[src/rtl/ppe_ram.sv]
module ppe_ram #(
  parameter int WIDTH = 8,
  parameter int DEPTH = 32
) (
  input  logic                     clk,
  input  logic                     we,
  input  logic [$clog2(DEPTH)-1:0] waddr,
  input  logic [WIDTH-1:0]         wdata,
  input  logic [$clog2(DEPTH)-1:0] raddr,
  output logic [WIDTH-1:0]         rdata
);

  logic [WIDTH-1:0] mem [DEPTH];

  always_ff @(posedge clk) begin
    if (we) begin
      mem[waddr] <= wdata;
    end
    rdata <= mem[raddr];
  end

endmodule

[config.mk]
export PLATFORM = sky130hd
export DESIGN_NAME = ppe_ram
export DESIGN_NICKNAME = d
export VERILOG_FILES = /design/src/rtl/ppe_ram.sv
export SDC_FILE = /design/constraint.sdc
export NUM_CORES = 1
export LEC_CHECK = 0
export ABC_CLOCK_PERIOD_IN_PS = 2900
export BUFFER_PORTS_ARGS = -buffer_cell sky130_fd_sc_hd__buf_4
export CAP_MARGIN = 30
export CORE_MARGIN = 2
export CORE_UTILIZATION = 61
export DETAILED_ROUTE_END_ITERATION = 8
export PLACE_DENSITY = 0.78
export SYNTH_ARGS = -nofsm -noshare
export SYNTH_HDL_FRONTEND = slang
export SYNTH_SLANG_ARGS = --single-unit
[constraint.sdc]
create_clock -name clk -period 2.9 [get_ports clk]
set_input_delay 0.435 -clock clk [delete_from_list [all_inputs] [get_ports clk]]
set_output_delay 0.435 -clock clk [all_outputs]
set_load 0.02 [all_outputs]
==> Flow_metrics.wiki, run 1 <==
{| class="wikitable"
! Metric !! Value
|-
| Result of the run || completed
|-
| Worst setup slack before clock tree synthesis || between 400 and 500 ps
|-
| First-pass DRT Iterations || 4
|-
| Post-route setup slack || 961.2 ps
|-
| Fin Setup TNS || 0 ps
|-
| Port Buf Inserts || 27
|-
| Synth-to-layout area growth || 15.32%
|-
| RSZ-0062 raised after global routing || no
|-
| Initial core utilization || ~63%
|-
| Mean post-synth cell area || 24.11 um2
|-
| Area share of the largest cell type after synthesis || 76.47%
|-
| TritonCTS clock tree || done
|-
| Placer congestion estimate || just under 0.8
|-
| Final Net Count || roughly 500
|-
| # clock sinks || about 260
|-
| Number of failing setup endpoints in the final timing report || 0
|-
| Final hold vios || 0
|-
| Maximum vdd ir drop || roughly 0.5 mV
|-
| # DRC || 0
|-
| Biggest fanout along the worst timing path || 22
|-
| Total I/O pin count || 28
|-
| Leading cell type in the layout, fill and taps excluded || sky130_fd_sc_hd__edfxtp_1
|-
| Critical path required time || 3300 ps
|-
| Deepest clock path buffer count || 3
|-
| Total Routing Usage GR || 25.94%
|-
| Largest cells by area after synthesis || sky130_fd_sc_hd__edfxtp_1, sky130_fd_sc_hd__mux4_2, sky130_fd_sc_hd__dfxtp_1, sky130_fd_sc_hd__nor2_1, sky130_fd_sc_hd__mux2_2
|-
| Global route total overflow || 0
|-
| Sum of routed wire length over all layers || around 22 mm
|-
| Standby leakage power || ~0.0037 uW
|-
| Worst hold path cell count || 2
|-
| Final Slew Violations || 0
|-
| #FFs+latches synth || around 260
|-
| Gates resized, CTS repair || 0
|-
| Die extent in y || about 130 um
|-
| Clock latency at the later pin of the worst-skew pair || around 530 ps
|-
| Highest Clock Rate || a little over 500 MHz
|-
| Half-perimeter wire length after placement || ~12 mm
|-
| Cells on worst reg2reg path || 3
|-
| Crit path time final || between 1500 and 2000 ps
|-
| Kind of path behind the tightest hold check || in -> reg
|-
| Mean number of vias per cell || roughly 6.5
|-
| Final critical-path share of the clock period || roughly 67%
|-
| Worst setup SP type || input port
|-
| Series of cell instances along the critical path || buf_4 -> buf_12 -> mux4_2 -> mux4_2 -> mux2_2
|-
| WL/cell || between 30 and 40 um
|-
| Cell type contributing the most total cell area after synthesis || sky130_fd_sc_hd__edfxtp_1
|-
| Tightest slew margin relative to the limit || between 30% and 40%
|-
| Register clock-pin slew on the reported worst setup and hold paths || roughly 60 ps
|-
| Most used cells in the layout excluding fill and tap cells || sky130_fd_sc_hd__edfxtp_1, sky130_fd_sc_hd__mux4_2, sky130_fd_sc_hd__buf_4
|-
| Placement Rows || 46
|-
| Antenna diode count || 0
|-
| Crit end category || register
|-
| Antenna violations before repair || 0
|-
| Die span in x || 132.4 um
|-
| Num CTS Buffers || 26
|-
| Global-route wire length before repair || approximately 32 mm
|-
| Overall via count from detail_route || between 4000 and 5000
|-
| Via count of the first global-routing pass || 4937
|-
| Share of synthesized area occupied by flip-flops and latches || about four fifths
|-
| P per Cell Area || between 600 and 700 mW/mm2
|-
| Iteration-0 DRC count of the detailed router || between 500 and 600
|-
| Data arrival at the endpoint of the critical path || approximately 2300 ps
|-
| Gate count of the mapped netlist || 417
|-
| CTS Root Cell || sky130_fd_sc_hd__clkbuf_16
|-
| Largest net degree at the start of global routing || 33
|-
| Share of cells above drive strength 1 || approximately 38%
|-
| Antenna Violating Nets Remaining || 0
|-
| Total number of H-tree levels || 1
|-
| Core outline area || between 0.015 and 0.02 mm2
|-
| Worst Path Class, Setup || in -> reg
|-
| Critical path buffers and inverters || 2
|-
| Crit path depth || 5
|-
| Hold-fix buffer count after cts || 0
|-
| Netlist area before placement || 0.01005 mm2
|-
| CP most frequent cell || sky130_fd_sc_hd__mux4_2
|-
| Yosys warnings || 0
|-
| Crit-path leading delay family || multiplexers
|-
| Count of different cell masters after synthesis || 15
|-
| Total power || a little over 8000 uW
|-
| Max Clock Skew || ~20 ps
|-
| Largest stage delay on the critical path || 550 ps
|-
| Transition time at the pin with the least slew margin || around 920 ps
|-
| Count of buffers added by post-CTS timing repair for setup || 0
|-
| Slowest cell on the critical path || sky130_fd_sc_hd__mux4_2
|-
| Mapped Nets || 437
|-
| Die Footprint || between 0.015 and 0.02 mm2
|-
| Count of maximum capacitance violations || 0
|}
[logic make-up (layout without fill, tap and decap cells)]
logic type | Yosys count | in the layout | share of synthesized area [%]
multiplexers | 88 | 88 | 18.82
flip-flops | 264 | 264 | 78.06
buffers and inverters | 20 | 106 | 1.058
AND/OR/NAND/NOR | 45 | 45 | 2.066
[synth_stat cells]
| master | count |
|---|---|
| sky130_fd_sc_hd__nor2_1 | 33 |
| sky130_fd_sc_hd__dfxtp_1 | 8 |
| sky130_fd_sc_hd__or3_1 | 1 |
| sky130_fd_sc_hd__edfxtp_1 | 256 |
| sky130_fd_sc_hd__mux2_2 | 8 |
| sky130_fd_sc_hd__buf_1 | 6 |
| sky130_fd_sc_hd__or3b_2 | 3 |
| sky130_fd_sc_hd__buf_4 | 6 |
| sky130_fd_sc_hd__nand2_1 | 1 |
| sky130_fd_sc_hd__buf_2 | 1 |
| sky130_fd_sc_hd__buf_6 | 1 |
| sky130_fd_sc_hd__nand3_1 | 2 |
| sky130_fd_sc_hd__nand3b_1 | 5 |
| sky130_fd_sc_hd__clkbuf_1 | 6 |
| sky130_fd_sc_hd__mux4_2 | 80 |
[stage by stage]
stage	utilization (%)	hold WS [ps]	instances	cell area, um2
2_1_floorplan	-	533.9	417	10050
3_3_place_gp	66.97	809.0	671	10720
3_5_place_dp	66.97	798.5	671	10720
4_1_cts	72.46	261.2	719	11590
5_1_grt	72.46	278.9	719	11590
6_report	72.46	291.0	719	11590
[final timing paths]
check	start	slack (ps)	end
max reg2reg	mem[23][2]	1000	rdata[2]
min reg2reg	mem[25][6]	920	rdata[6]
max	raddr[0]	960	rdata[7]
min	raddr[3]	290	rdata[6]
[registers in the layout, summed over array words and instances, names as in the netlist]
| register | count |
|---|---|
| mem | 256 |
| rdata | 8 |
[routing by layer]
layer  part of all wire, %  global-route usage (%)
met5                     0                       0
met4                   2.1                   6.691
met3                   9.7                   5.229
met2                    50                   41.57
met1                    39                   37.72
[where the power goes]
group | switching (uW) | leakage (uW) | internal (uW) | total [uW]
logic | 241 | 0.000911 | 198 | 439
clock network | 1370 | 0.000432 | 2030 | 3410
registers | 25.2 | 0.00237 | 4240 | 4270
[final cells by class]
cell class / instances / area (um2)
Timing Repair Buffer: 58 / 498.0
Fill cell: 922 / 4407
Clock inverter: 16 / 153.9
Sequential cell: 264 / 7848
Tap cell: 216 / 270.3
Clock buffer: 32 / 724.4
Multi-Input combinational cell: 133 / 2100
(Power assumes the default switching activity.)
==> run 2: changes to the inputs <==
--- a/config.mk
+++ b/config.mk
@@ -5,7 +5,7 @@
 export SDC_FILE = /design/constraint.sdc
 export NUM_CORES = 1
 export LEC_CHECK = 0
-export ABC_CLOCK_PERIOD_IN_PS = 2900
+export ABC_CLOCK_PERIOD_IN_PS = 1800
 export BUFFER_PORTS_ARGS = -buffer_cell sky130_fd_sc_hd__buf_4
 export CAP_MARGIN = 30
 export CORE_MARGIN = 2
==> constraint.sdc (replaced) <==
create_clock -name clk -period 1.8 [get_ports clk]
set_input_delay 0.27 -clock clk [delete_from_list [all_inputs] [get_ports clk]]
set_output_delay 0.27 -clock clk [all_outputs]
set_load 0.02 [all_outputs]
==> run 2 against run 1 <==
  * The run now ends with negative setup slack left
  * Die area stayed put
  * Register-to-register slack got worse by 1000 ps
  * Count of clock-buffer cells in the layout rose by 1
  * Routed wire length increased by 1.6%
  * Worst hold slack worse by 150 ps
  * Sequential cell count unchanged
  * Critical path type is now reg -> reg
  * Largest cell class unchanged
  * Largest power group unchanged
==> Flow_metrics.wiki, run 2 (synthesis results as in run 1) <==
{| class="wikitable"
! Metric !! Value
|-
| Total I/O pin count || 28 (unchanged)
|-
| Fill cell total of the finished layout || 907 (-1.6%)
|-
| Highest Clock Rate || around 540 MHz
|-
| Register clock-pin slew on the reported worst setup and hold paths || 60 ps (about the same)
|-
| Via count of the first global-routing pass || 4818 (-2.4%)
|-
| Half-perimeter wire length after placement || 12.81 mm (+3.8%)
|-
| Initial core utilization || 62.83% (unchanged)
|-
| Die extent in y || 132.4 um (unchanged)
|-
| Switching share of power || 20.60% (+0.41 points)
|-
| Tightest slew margin relative to the limit || 70.23% (+31 points)
|-
| Worst setup slack before clock tree synthesis || -391.1 ps (-850.2 ps)
|-
| Die Footprint || 0.01752 mm2 (unchanged)
|-
| # DRC || 0 (unchanged)
|-
| WL/cell || 30.06 um (about the same)
|-
| Largest net degree at the start of global routing || 33 (unchanged)
|-
| Worst setup SP type || register
|-
| Register ranked first by flip-flop count || mem
|-
| Deepest clock path buffer count || 3 (unchanged)
|-
| RSZ-0062 raised after global routing || yes
|-
| Sum of routed wire length over all layers || 21.98 mm (+1.6%)
|-
| First-pass DRT Iterations || 4 (unchanged)
|-
| Crit end category || register
|-
| P per Cell Area || 1087 mW/mm2 (+55%)
|-
| Final critical-path share of the clock period || 102.7%
|-
| Antenna diode count || 0 (unchanged)
|-
| Data arrival at the endpoint of the critical path || 2260 ps (-70 ps)
|-
| Most used cells in the layout excluding fill and tap cells || sky130_fd_sc_hd__edfxtp_1, sky130_fd_sc_hd__mux4_2, sky130_fd_sc_hd__buf_4
|-
| Critical path required time || 2210 ps (-1090 ps)
|-
| # clock sinks || 264 (unchanged)
|-
| Count of maximum capacitance violations || 0 (unchanged)
|-
| Crit path time final || roughly 1800 ps
|-
| Kind of path behind the tightest hold check || in -> reg
|-
| Post-route setup slack || -48.10 ps (-1009 ps)
|-
| Mean number of vias per cell || 6.706 (+2.5%)
|-
| Synth-to-layout area growth || 15.89%
|-
| Standby leakage power || 0.003785 uW (+1.8%)
|-
| Worst Path Class, Setup || reg -> reg
|-
| Global route total overflow || 0 (unchanged)
|-
| TritonCTS clock tree || done
|-
| Internal power || 10060 uW (+55%)
|-
| Total Routing Usage GR || 25.93% (about the same)
|-
| Overall via count from detail_route || 4902 (+4.2%)
|-
| Global-route wire length before repair || 32.60 mm (+0.53%)
|-
| Worst Hold Slack || 144.4 ps (-146.6 ps)
|-
| Final hold vios || 0 (unchanged)
|-
| Final Slew Violations || 0 (unchanged)
|-
| Number of failing setup endpoints in the final timing report || 7 (+7)
|-
| Result of the run || finished, violations left
|-
| Biggest fanout along the worst timing path || 1 (-95%)
|-
| Port Buf Inserts || 27 (unchanged)
|-
| Placer congestion estimate || 0.7804 (about the same)
|-
| Register area || 0.007848 mm2 (unchanged)
|-
| Cells on worst reg2reg path || 3 (unchanged)
|-
| Antenna violations before repair || 0 (unchanged)
|-
| Switching power of the nets || 2610 uW (+59%)
|-
| Failing checks || negative setup slack
|-
| Worst hold path cell count || 2 (unchanged)
|-
| Final Net Count || 515 (+2.4%)
|-
| Sequential fraction of design power || 54.2% (+1.6 points)
|-
| Multi-input combinational cell area || 0.002130 mm2 (+1.4%)
|-
| Total number of H-tree levels || 1 (unchanged)
|-
| Core outline area || 0.01600 mm2 (unchanged)
|-
| Slack of the worst reg-to-reg path || -50 ps (-1050 ps)
|-
| Comb power frac || 6.0% (+0.6 points)
|-
| Antenna Violating Nets Remaining || 0 (unchanged)
|-
| Share of total power in the clock network || 39.9% (-2.1 points)
|-
| Hold-fix buffer count after cts || 0 (unchanged)
|-
| Max reg flops || 256 (unchanged)
|-
| Clock latency at the later pin of the worst-skew pair || 530 ps (about the same)
|-
| Max Clock Skew || 12.13 ps (-8.196 ps)
|-
| Total power || 12670 uW (+56%)
|-
| Maximum vdd ir drop || 0.8495 mV (+67%)
|-
| CTS Root Cell || sky130_fd_sc_hd__clkbuf_16
|-
| Final Util || 72.82% (+0.36 points)
|-
| Placement Rows || 46 (unchanged)
|-
| Transition time at the pin with the least slew margin || 445.1 ps (-470.3 ps)
|-
| Leading registers by flop count || mem x256, rdata x8
|-
| Num CTS Buffers || 26 (unchanged)
|-
| Iteration-0 DRC count of the detailed router || 680 (+16%)
|-
| Share of cells above drive strength 1 || 38.25% (+0.68 points)
|-
| Leading cell type in the layout, fill and taps excluded || sky130_fd_sc_hd__edfxtp_1
|-
| Die span in x || 132.4 um (unchanged)
|}
[run 2: cell types whose count changed in the layout (fill, tap and decap cells not counted), sizes merged]
cell      previous run  this run
clkinv              12        14
bufinv               3         1
buf                 58        70
clkbuf              32        33
clkinvlp             1         0
[run 2: what timing repair did]
action,in CTS,in global routing
resized for setup,4,4
buffers inserted,0,0
setup endpoints to repair,8,8
[run 2: final cells by class]
class,instances,area share (%)
sequential,264,67.35
clock buffer,33,5.992
multi-input combinational,133,18.28
tap,216,2.320
timing repair buffer,70,5.262
clock inverter,15,0.7947
[run 2: final timing paths]
check | start | end
min reg2reg | mem[10][7] | rdata[7]
max | mem[15][1] | rdata[1]
max reg2reg | mem[15][1] | rdata[1]
min | raddr[3] | rdata[3]
[run 2: routing by layer]
layer | track usage, % | up-vias | wire, um
li1 | - | 1936 | -
met1 | 41.57 | 2591 | 8947
met2 | 39.44 | 342 | 10600
met3 | 3.191 | 33 | 1987
met4 | 6.153 | 0 | 444
met5 | 0 | - | 0
[run 2: critical path, stage by stage, from the launching register on]
cell	delay, ps
sky130_fd_sc_hd__edfxtp_1	420
sky130_fd_sc_hd__mux4_2	530
sky130_fd_sc_hd__mux4_2	490
sky130_fd_sc_hd__mux2_4	270
[run 2: power groups by stage]
stage | clock [uW] | combinational (uW) | sequential, uW
finish | 5050 | 756 | 6860
global route | 5340 | 792 | 6860
CTS | 5110 | 747 | 6860
detailed placement | 0 | 726 | 6990
global placement | 0 | 707 | 6980
floorplan | 0 | 393 | 7010
[run 2: stage by stage]
step / cell area, um2 / cells / setup TNS [ps]
5_1_grt: 11650 / 731 / -342.5
3_3_place_gp: 10830 / 683 / -2609
6_report: 11650 / 731 / -161.5
2_1_floorplan: 10160 / 417 / -536.4
4_1_cts: 11640 / 731 / -175.2
3_5_place_dp: 10830 / 683 / -2691
