==> config.mk <==
export PLATFORM = sky130hd
export DESIGN_NAME = ppe_adv
export DESIGN_NICKNAME = d
export VERILOG_FILES = /design/src/rtl/ppe_pkg.sv /design/src/rtl/ppe_adv.sv
export SDC_FILE = /design/constraint.sdc
export NUM_CORES = 1
export LEC_CHECK = 0
export ABC_AREA = 1
export ABC_CLOCK_PERIOD_IN_PS = 2430
export BUFFER_PORTS_ARGS = -buffer_cell sky130_fd_sc_hd__buf_2
export CAP_MARGIN = 5
export CORE_AREA = 4 4 131 133
export DETAILED_ROUTE_END_ITERATION = 7
export DIE_AREA = 0 0 135 137
export PLACE_DENSITY_LB_ADDON = 0.12
export SYNTH_ARGS = -nofsm -noshare
export SYNTH_HDL_FRONTEND = slang
export SYNTH_SLANG_ARGS = --single-unit
==> constraint.sdc <==
create_clock -name vclk -period 2.43
set_input_delay 0.243 -clock vclk [all_inputs]
set_output_delay 0.243 -clock vclk [all_outputs]
set_load 0.01 [all_outputs]
==> src/rtl/ppe_pkg.sv <==
package ppe_pkg;

  // Per-slot record as kept in the slot memory.
  typedef struct packed {
    logic signed [16:0] life;
    logic signed [23:0] pos_x;
    logic signed [23:0] pos_y;
    logic signed [15:0] vel_x;
    logic signed [15:0] vel_y;
    logic        [15:0] size_x;
    logic        [15:0] size_y;
    logic        [31:0] tint;
  } ppe_entry_t;

  localparam int ENTRY_W = $bits(ppe_entry_t);

  // One result beat.
  typedef struct packed {
    logic        [1:0]  record_kind;
    logic        [4:0]  slot_index;
    logic signed [23:0] place_x;
    logic signed [23:0] place_y;
    logic        [15:0] extent_x;
    logic        [15:0] extent_y;
    logic        [31:0] shade;
    logic        [15:0] texture_handle;
    logic               last_record;
  } ppe_rec_t;

  typedef enum logic [1:0] {
    OP_ADD  = 2'd0,
    OP_TICK = 2'd1,
    OP_DRAW = 2'd2
  } ppe_op_t;

  typedef enum logic [1:0] {
    KIND_ADD  = 2'd0,
    KIND_TICK = 2'd1,
    KIND_REC  = 2'd2,
    KIND_NONE = 2'd3
  } ppe_kind_t;

  typedef enum logic [2:0] {
    S_IDLE,
    S_FIND_RD,
    S_FIND_CHK,
    S_ADD_WR,
    S_SCAN_RD,
    S_SCAN_EV,
    S_FINISH
  } ppe_state_t;

  localparam logic [1:0] REG_POOL_SIZE = 2'd0;
  localparam logic [1:0] REG_DECAY     = 2'd1;
  localparam logic [1:0] REG_TEXTURE   = 2'd2;

  localparam logic signed [16:0] LIFE_FULL = 17'sd32768;

  // Wide enough to hold a slot count up to the largest pool size register value (63).
  localparam int SLOT_CNT_W = 7;

  localparam logic [5:0]  POOL_SIZE_RST = 6'd32;
  localparam logic [15:0] DECAY_RST     = 16'd328;
  localparam logic [15:0] TEXTURE_RST   = 16'd0;

endpackage

==> src/rtl/ppe_adv.sv <==
module ppe_adv (
  input  ppe_pkg::ppe_entry_t cur,
  input  logic                cur_valid,
  input  logic [15:0]         decay,
  output logic                live,
  output ppe_pkg::ppe_entry_t nxt
);
  import ppe_pkg::*;

  logic signed [24:0] sum_x;
  logic signed [24:0] sum_y;
  logic        [17:0] life_d;

  // Saturate a 25-bit sum back into the 24-bit position range.
  function automatic logic signed [23:0] sat24(input logic signed [24:0] v);
    logic signed [23:0] r;
    if (v[24] != v[23]) begin
      r = v[24] ? 24'sh800000 : 24'sh7FFFFF;
    end else begin
      r = v[23:0];
    end
    return r;
  endfunction

  assign live   = cur_valid && (cur.life > 17'sd0);
  assign sum_x  = 25'(cur.pos_x) + 25'(cur.vel_x);
  assign sum_y  = 25'(cur.pos_y) + 25'(cur.vel_y);
  assign life_d = 18'(cur.life) - 18'(decay);

  always_comb begin
    nxt       = cur;
    nxt.pos_x = sat24(sum_x);
    nxt.pos_y = sat24(sum_y);
    nxt.life  = life_d[16:0];
  end

endmodule
==> results of run 1 <==
==> cell families (layout without fill, tap and decap cells) <==
family,after synthesis,count (layout),share of synthesized area [%]
xor gates and xnor gates,44,44,7.325
and+or+nand+nor,489,494,40.12
AOI/OAI and AO/OA,114,114,11.99
buffers and inverters,234,472,24.21
adders and majority gates,67,67,16.36
==> per-stage QoR <==
stage	instance area [sq um]	setup slack (ns)	utilization (%)	total power, uW
after CTS	6795	0.0002156	42.93	2291
after floorplan	5261	0.2635	-	1408
after global placement	6708	-0.08765	42.38	2237
after detailed placement	6708	-0.1216	42.38	2234
after global routing	7553	-0.02220	47.72	2802
final	7553	0.09094	47.72	2543
==> worst max path at each step <==
stage                  from        to  slack [ns]
finish              cur[78]  nxt[105]        0.09
global route        cur[70]  nxt[113]       -0.02
floorplan           cur[64]  nxt[108]        0.26
global placement    cur[80]  nxt[137]       -0.09
CTS                 cur[95]  nxt[127]      0.0002
detailed placement  cur[80]  nxt[138]       -0.12
==> per-layer routing <==
metal	wire, um	up-vias
li1	-	3432
met1	8510	2980
met2	9919	181
met3	1016	22
met4	237	0
met5	0	-
==> critical path: stages <==
cell     delay, ns
buf_2         0.11
ha_2          0.37
nand2_2       0.09
nor2_1        0.20
nand2_1       0.11
nor2_1        0.12
nand2_2       0.10
nand4_4       0.17
buf_4         0.15
nand3_4       0.14
nand2_1       0.09
nand2_1       0.04
buf_2         0.14
==> what timing repair did <==
item / 4_1_cts / 5_1_grt
endpoints found under the setup margin: 43 / 51
setup buffers: 1 / 8
gates resized for setup: 12 / 133
hold buffers: 0 / 0
cloned: 1 / 4
pin swaps: 3 / 27
==> power groups by stage <==
stage,sequential [uW],clock (uW),combinational [uW]
finish,0,0,2540
global route,0,0,2800
CTS,0,0,2290
detailed placement,0,0,2230
global placement,0,0,2240
floorplan,0,0,1410
==> layout by cell type, fill, tap and decap left out, types with 3 or more instances in the layout <==
cell type	Yosys	layout
buf_4	97	128
xnor2_1	19	19
nand3_4	1	3
nand4_1	26	26
ha_2	0	9
a31oi_1	4	4
nand3_2	1	6
nand3_1	38	33
o21ai_0	27	20
buf_6	4	4
buf_2	1	206
a21oi_2	0	15
nor2_2	7	17
ha_1	64	27
fa_2	0	3
nand2_8	0	4
nand2_2	13	33
o21ai_1	1	8
inv_1	131	128
nor3_1	7	7
nand2_4	4	9
xor2_1	25	23
inv_2	1	4
or2_1	3	3
o21bai_1	12	12
o21ai_2	3	3
nor4_1	4	4
nor2_1	63	52
a21oi_1	62	46
nand2_1	314	288
ha_4	0	28
==> cell type report <==
class,count,area [sq um],area share [%]
Multi-Input combinational cell,719,4716,62.43
Inverter,132,495.5,6.560
Tap cell,216,270.3,3.578
Timing Repair Buffer,340,2072,27.43
==> qor.csv, run 1 <==
stage;metric;value;unit
global_route;overflow;0;
final_layout;final_net_count;1438;
setup_path;cp_max_fo;8;
pwr;power_frac_comb;100.0;%
pwr;power_switching;1413;uW
outcome;status;finished, final reports clean;
final_layout;syn_to_final_growth;43.57;%
worst_hold_path;hold_path.class;input port to primary output;
sta;slew_headroom;66.57;%
floorplanning;ioPinCount;340;
sta;fmax;427.5;MHz
synthesis;syn_area_per_cell;5.550;sq um
sta;fin_crit_sh;96.26;%
setup_path;end_kind;primary output;
worst_hold_path;worstHoldEndpoint;nxt[11];
final_layout;n_clock_buffer;0;
synthesis;synth.net_count;1193;
final_layout;fill_cells;1771;
global_route;grt_pass1_wl;29280;um
setup_path;cp-start-kind;input port;
placement;dpl.hpwl;16640;um
final_layout;design.seq.count;0;
setup_path;arrival;2.10;ns
route;vias;6615;
global_route;grt_max_degree;24;
sta;hold_viol;0;
global_route;antenna_found_initial;0;
pwr;cellLeakagePower;0.004274;uW
placement;gp_congestion;0.8781;
pwr;seqPwrFrac;0;%
sta;hold_slack;0.4860;ns
synthesis;synth.most_common_cell;nand2_1;
floorplanning;dieArea;0.01850;sq mm
global_route;gr-max-usage-layer;met2;
synthesis;ys_types;36;
final_layout;regArea;0;sq um
pwr;ir_drop;0.0001853;V
floorplanning;rows;46;
final_layout;n_antenna_cell;0;
global_route;grt_use_met3;2.279;%
floorplanning;core;0.01583;sq mm
synthesis;synth.cell_area;0.005261;sq mm
sta;setup_violations;0;
pwr;p_int;1130;uW
sta;setup_tns;0;ns
synthesis;synth_top_area_cell;nand2_1;
route;first_pass_iters;4;
synthesis;synthTopCellsByCount;314 x nand2_1, 131 x inv_1, 97 x buf_4;
floorplanning;initial_core_util;33.24;%
sta;slew_violations;0;
synthesis;synth.top_cell.area_share;22.40;%
sta;final.min_clock_period;2.339;ns
sta;worstMarginPinSlew;0.4968;ns
final_layout;drive_gt1_share;40.30;%
placement;dp_cells;1393;
pwr;power_per_cell_area;336.7;mW/mm^2
global_route;met2_usage;35.88;%
route;routed_via_density;4.701;
final_layout;stdcell_count;1407;
route;ant_nets;0;
pwr;power.share.clock;0;%
global_route;grt_pass1_vias;6208;
placement;portBuffers;212;
worst_hold_path;hold_start;cur[11];
route;drc_errors;0;
setup_path;worst-endpoint-required;2.19;ns
synthesis;synthCells;948;
floorplanning;die_w;135;um
synthesis;yosys_warnings;0;
route;dr.first_iter.drc_count;288;
synthesis;yosysSeqAreaShare;0;%
pwr;p_sw_share;55.56;%
route;wire_per_inst;13.99;um
route;drt_wl_total;19680;um
worst_hold_path;worstHoldPathCells;0;
floorplanning;die_h;137;um
flow_run;cap_violations;0;
synthesis;synth.area.top_cells;nand2_1 22%, ha_1 15%, buf_4 14%;
global_route;grt_usage;19.03;%
global_route;met1_usage;23.80;%
setup_path;criticalPathCategory;input port to primary output;
(Power assumes the default switching activity.)
==> run 2: changes to the inputs <==
ABC_AREA = not set   (was 1)
MAX_ROUTING_LAYER = met4   (was not set)
==> run 2 against run 1 <==
The run now ends with setup timing left. Hold slack unchanged. Synthesized area is essentially flat. Worst setup slack got worse by 0.60 ns. Sequential share of layout area unchanged. Combinational power grew 35%. Die area is the same. Critical path depth stayed put. First-iteration DRC count shrank 11%. Cell count fell by 6.4%. Count of clock-buffer cells in the layout is the same. Critical endpoint is now nxt[108]. Largest cell class unchanged.
==> qor.csv, run 2 <==
stage;metric;value;unit
outcome;status;finished with violations;
outcome;violations;setup timing;
route;drc_errors;0;
worst_hold_path;hold_path.class;input port to primary output;
final_layout;design.seq.count;0;
synthesis;synth_top_family_by_area;compound AO/OA/AOI/OAI gates;
route;routed_via_density;5.063;
synthesis;synth.net_count;1023;
sta;slew_headroom;46.34;%
pwr;power_per_cell_area;370.2;mW/mm^2
synthesis;syn_area_per_cell;6.759;sq um
sta;rsz0062_at_grt;true;
pwr;p_sw_share;49.18;%
global_route;grt_pass1_vias;6462;
synthesis;synth.top_cell.area_share;15.23;%
setup_path;end_kind;primary output;
sta;fmax;340.2;MHz
setup_path;cp_max_fo;6;
worst_hold_path;hold_start;cur[54];
floorplanning;rows;46;
floorplanning;dieArea;0.01850;sq mm
route;vias;6668;
final_layout;final_net_count;1348;
placement;gp_congestion;0.8402;
sta;hold_viol;0;
final_layout;regArea;0;sq um
sta;final.min_clock_period;2.939;ns
route;ant_nets;0;
synthesis;synth.cell_area;0.005259;sq mm
synthesis;synth_adder_area_share;19.94;%
synthesis;ys_types;69;
pwr;power_frac_comb;100.0;%
route;dr.first_iter.drc_count;255;
floorplanning;die_h;137;um
pwr;power_switching;1690;uW
synthesis;synth_xor_xnor_area_share;8.161;%
sta;fin_crit_sh;121.0;%
sta;fin_ws;-0.5094;ns
synthesis;yosys.area_share.simple;18.32;%
synthesis;synthMuxAreaShare;0.4045;%
setup_path;arrival;2.70;ns
setup_path;criticalPathCategory;input port to primary output;
global_route;grt_usage;19.80;%
floorplanning;initial_core_util;33.23;%
pwr;p_int;1746;uW
floorplanning;die_w;135;um
final_layout;drive_gt1_share;62.31;%
global_route;grt_max_degree;34;
synthesis;synthTopCellsByCount;96 x buf_4, 85 x a21oi_1, 64 x ha_1;
pwr;cellLeakagePower;0.004303;uW
sta;hold_slack;0.4860;ns
pwr;power.share.clock;0;%
final_layout;n_antenna_cell;0;
synthesis;synth.most_common_cell;buf_4;
route;first_pass_iters;5;
global_route;overflow;0;
final_layout;layout_commonest_cell;buf_4;
pwr;total_power;3437;uW
global_route;antenna_found_initial;0;
final_layout;utilization;58.66;%
pwr;ir_drop;0.0002192;V
floorplanning;ioPinCount;340;
setup_path;cp-start-kind;input port;
flow_run;cap_violations;0;
route;wire_per_inst;14.83;um
global_route;grt_pass1_wl;30360;um
sta;worstMarginPinSlew;0.7965;ns
sta;setup_violations;51;
synthesis;synth-compound-area-share;33.55;%
synthesis;yosys_warnings;0;
placement;dpl.hpwl;15640;um
synthesis;synth.area.top_cells;ha_1 15%, buf_4 14%, a21oi_1 8.1%;
synthesis;synthCells;778;
sta;slew_violations;0;
final_layout;syn_to_final_growth;76.54;%
clocking;hold_buffers;0;
setup_path;crit_path_start;cur[76];
final_layout;mostFrequentLayoutCells;201 x buf_4, 179 x buf_2, 57 x buf_6, 49 x nand2_1, 45 x a21oi_1;
final_layout;n_clock_buffer;0;
synthesis;yosysSeqAreaShare;0;%
route;drt_wl_total;19540;um
pwr;seqPwrFrac;0;%
worst_hold_path;worstHoldEndpoint;nxt[54];
worst_hold_path;worstHoldPathCells;0;
synthesis;synth_top_area_cell;ha_1;
placement;portBuffers;212;
setup_path;worst-endpoint-required;2.19;ns
floorplanning;core;0.01583;sq mm
## run 2: changes by cell type after synthesis, moves of 16 or more
cell     before  now
a21o_1        2   18
a21oi_1      62   85
inv_1       131   45
nand2_1     314   63
nand3_1      38   10
nand4_1      26    5
nor2_1       63   43
o21ai_0      27   54
o21ai_1       1   18
## run 2: cell type report
| type | count | area (sq um) |
|---|---|---|
| Fill cell | 1468 | 6544 |
| Timing Repair Buffer | 448 | 3242 |
| Tap cell | 216 | 270.3 |
| Multi-Input combinational cell | 608 | 5598 |
| Inverter | 45 | 173.9 |
## run 2: cell families (layout without fill, tap and decap cells)
| family | after synthesis | after routing |
|---|---|---|
| AOI/OAI and AO/OA | 273 | 273 |
| and+or+nand+nor | 199 | 199 |
| buffers and inverters | 170 | 493 |
| adders and majority gates | 85 | 85 |
| xor gates and xnor gates | 49 | 49 |
| muxes | 2 | 2 |
## run 2: worst max path at each step
| stage | endpoint | depth (start not counted) |
|---|---|---|
| global placement | nxt[129] | 14 |
| global route | nxt[108] | 13 |
| floorplan | nxt[129] | 14 |
| detailed placement | nxt[129] | 14 |
| finish | nxt[108] | 13 |
| CTS | nxt[120] | 15 |
## run 2: routing by layer
layer	up-vias	wire [um]	global-route usage, %
met4	0	389	4.367
met1	3046	8471	24.02
met5	-	0	-
met2	181	9776	36.19
met3	52	898	1.250
li1	3389	-	-
## run 2: critical path, stage by stage
cell	delay, ns
buf_6	0.10
ha_4	0.30
and4_4	0.23
and3_4	0.21
nand4_1	0.20
a21oi_4	0.29
buf_6	0.14
o31ai_4	0.06
buf_6	0.15
buf_4	0.13
maj3_2	0.32
a2bb2oi_4	0.19
buf_6	0.13
## run 2: power by group through the flow
stage	Combinational, uW	Clock [uW]	Sequential [uW]
6_report	3440	0	0
3_3_place_gp	2810	0	0
2_1_floorplan	1810	0	0
3_5_place_dp	2820	0	0
4_1_cts	3160	0	0
5_1_grt	3710	0	0
## run 2: what timing repair did
item / in CTS / in global routing
pin swaps: 102 / 89
resized for setup: 168 / 117
gates cloned: 0 / 1
endpoints found under the setup margin: 55 / 57
setup buffers: 30 / 16
## run 2: per-stage QoR
step | cell area (sq um) | instances | setup slack [ns] | setup TNS [ns]
after floorplan | 5786 | 778 | -0.2777 | -4.548
after global placement | 7752 | 1283 | -0.5850 | -25.33
after detailed placement | 7752 | 1283 | -0.6166 | -26.09
after CTS | 8675 | 1307 | -0.4814 | -19.76
after global routing | 9284 | 1317 | -0.5836 | -23.71
final | 9284 | 1317 | -0.5094 | -18.14
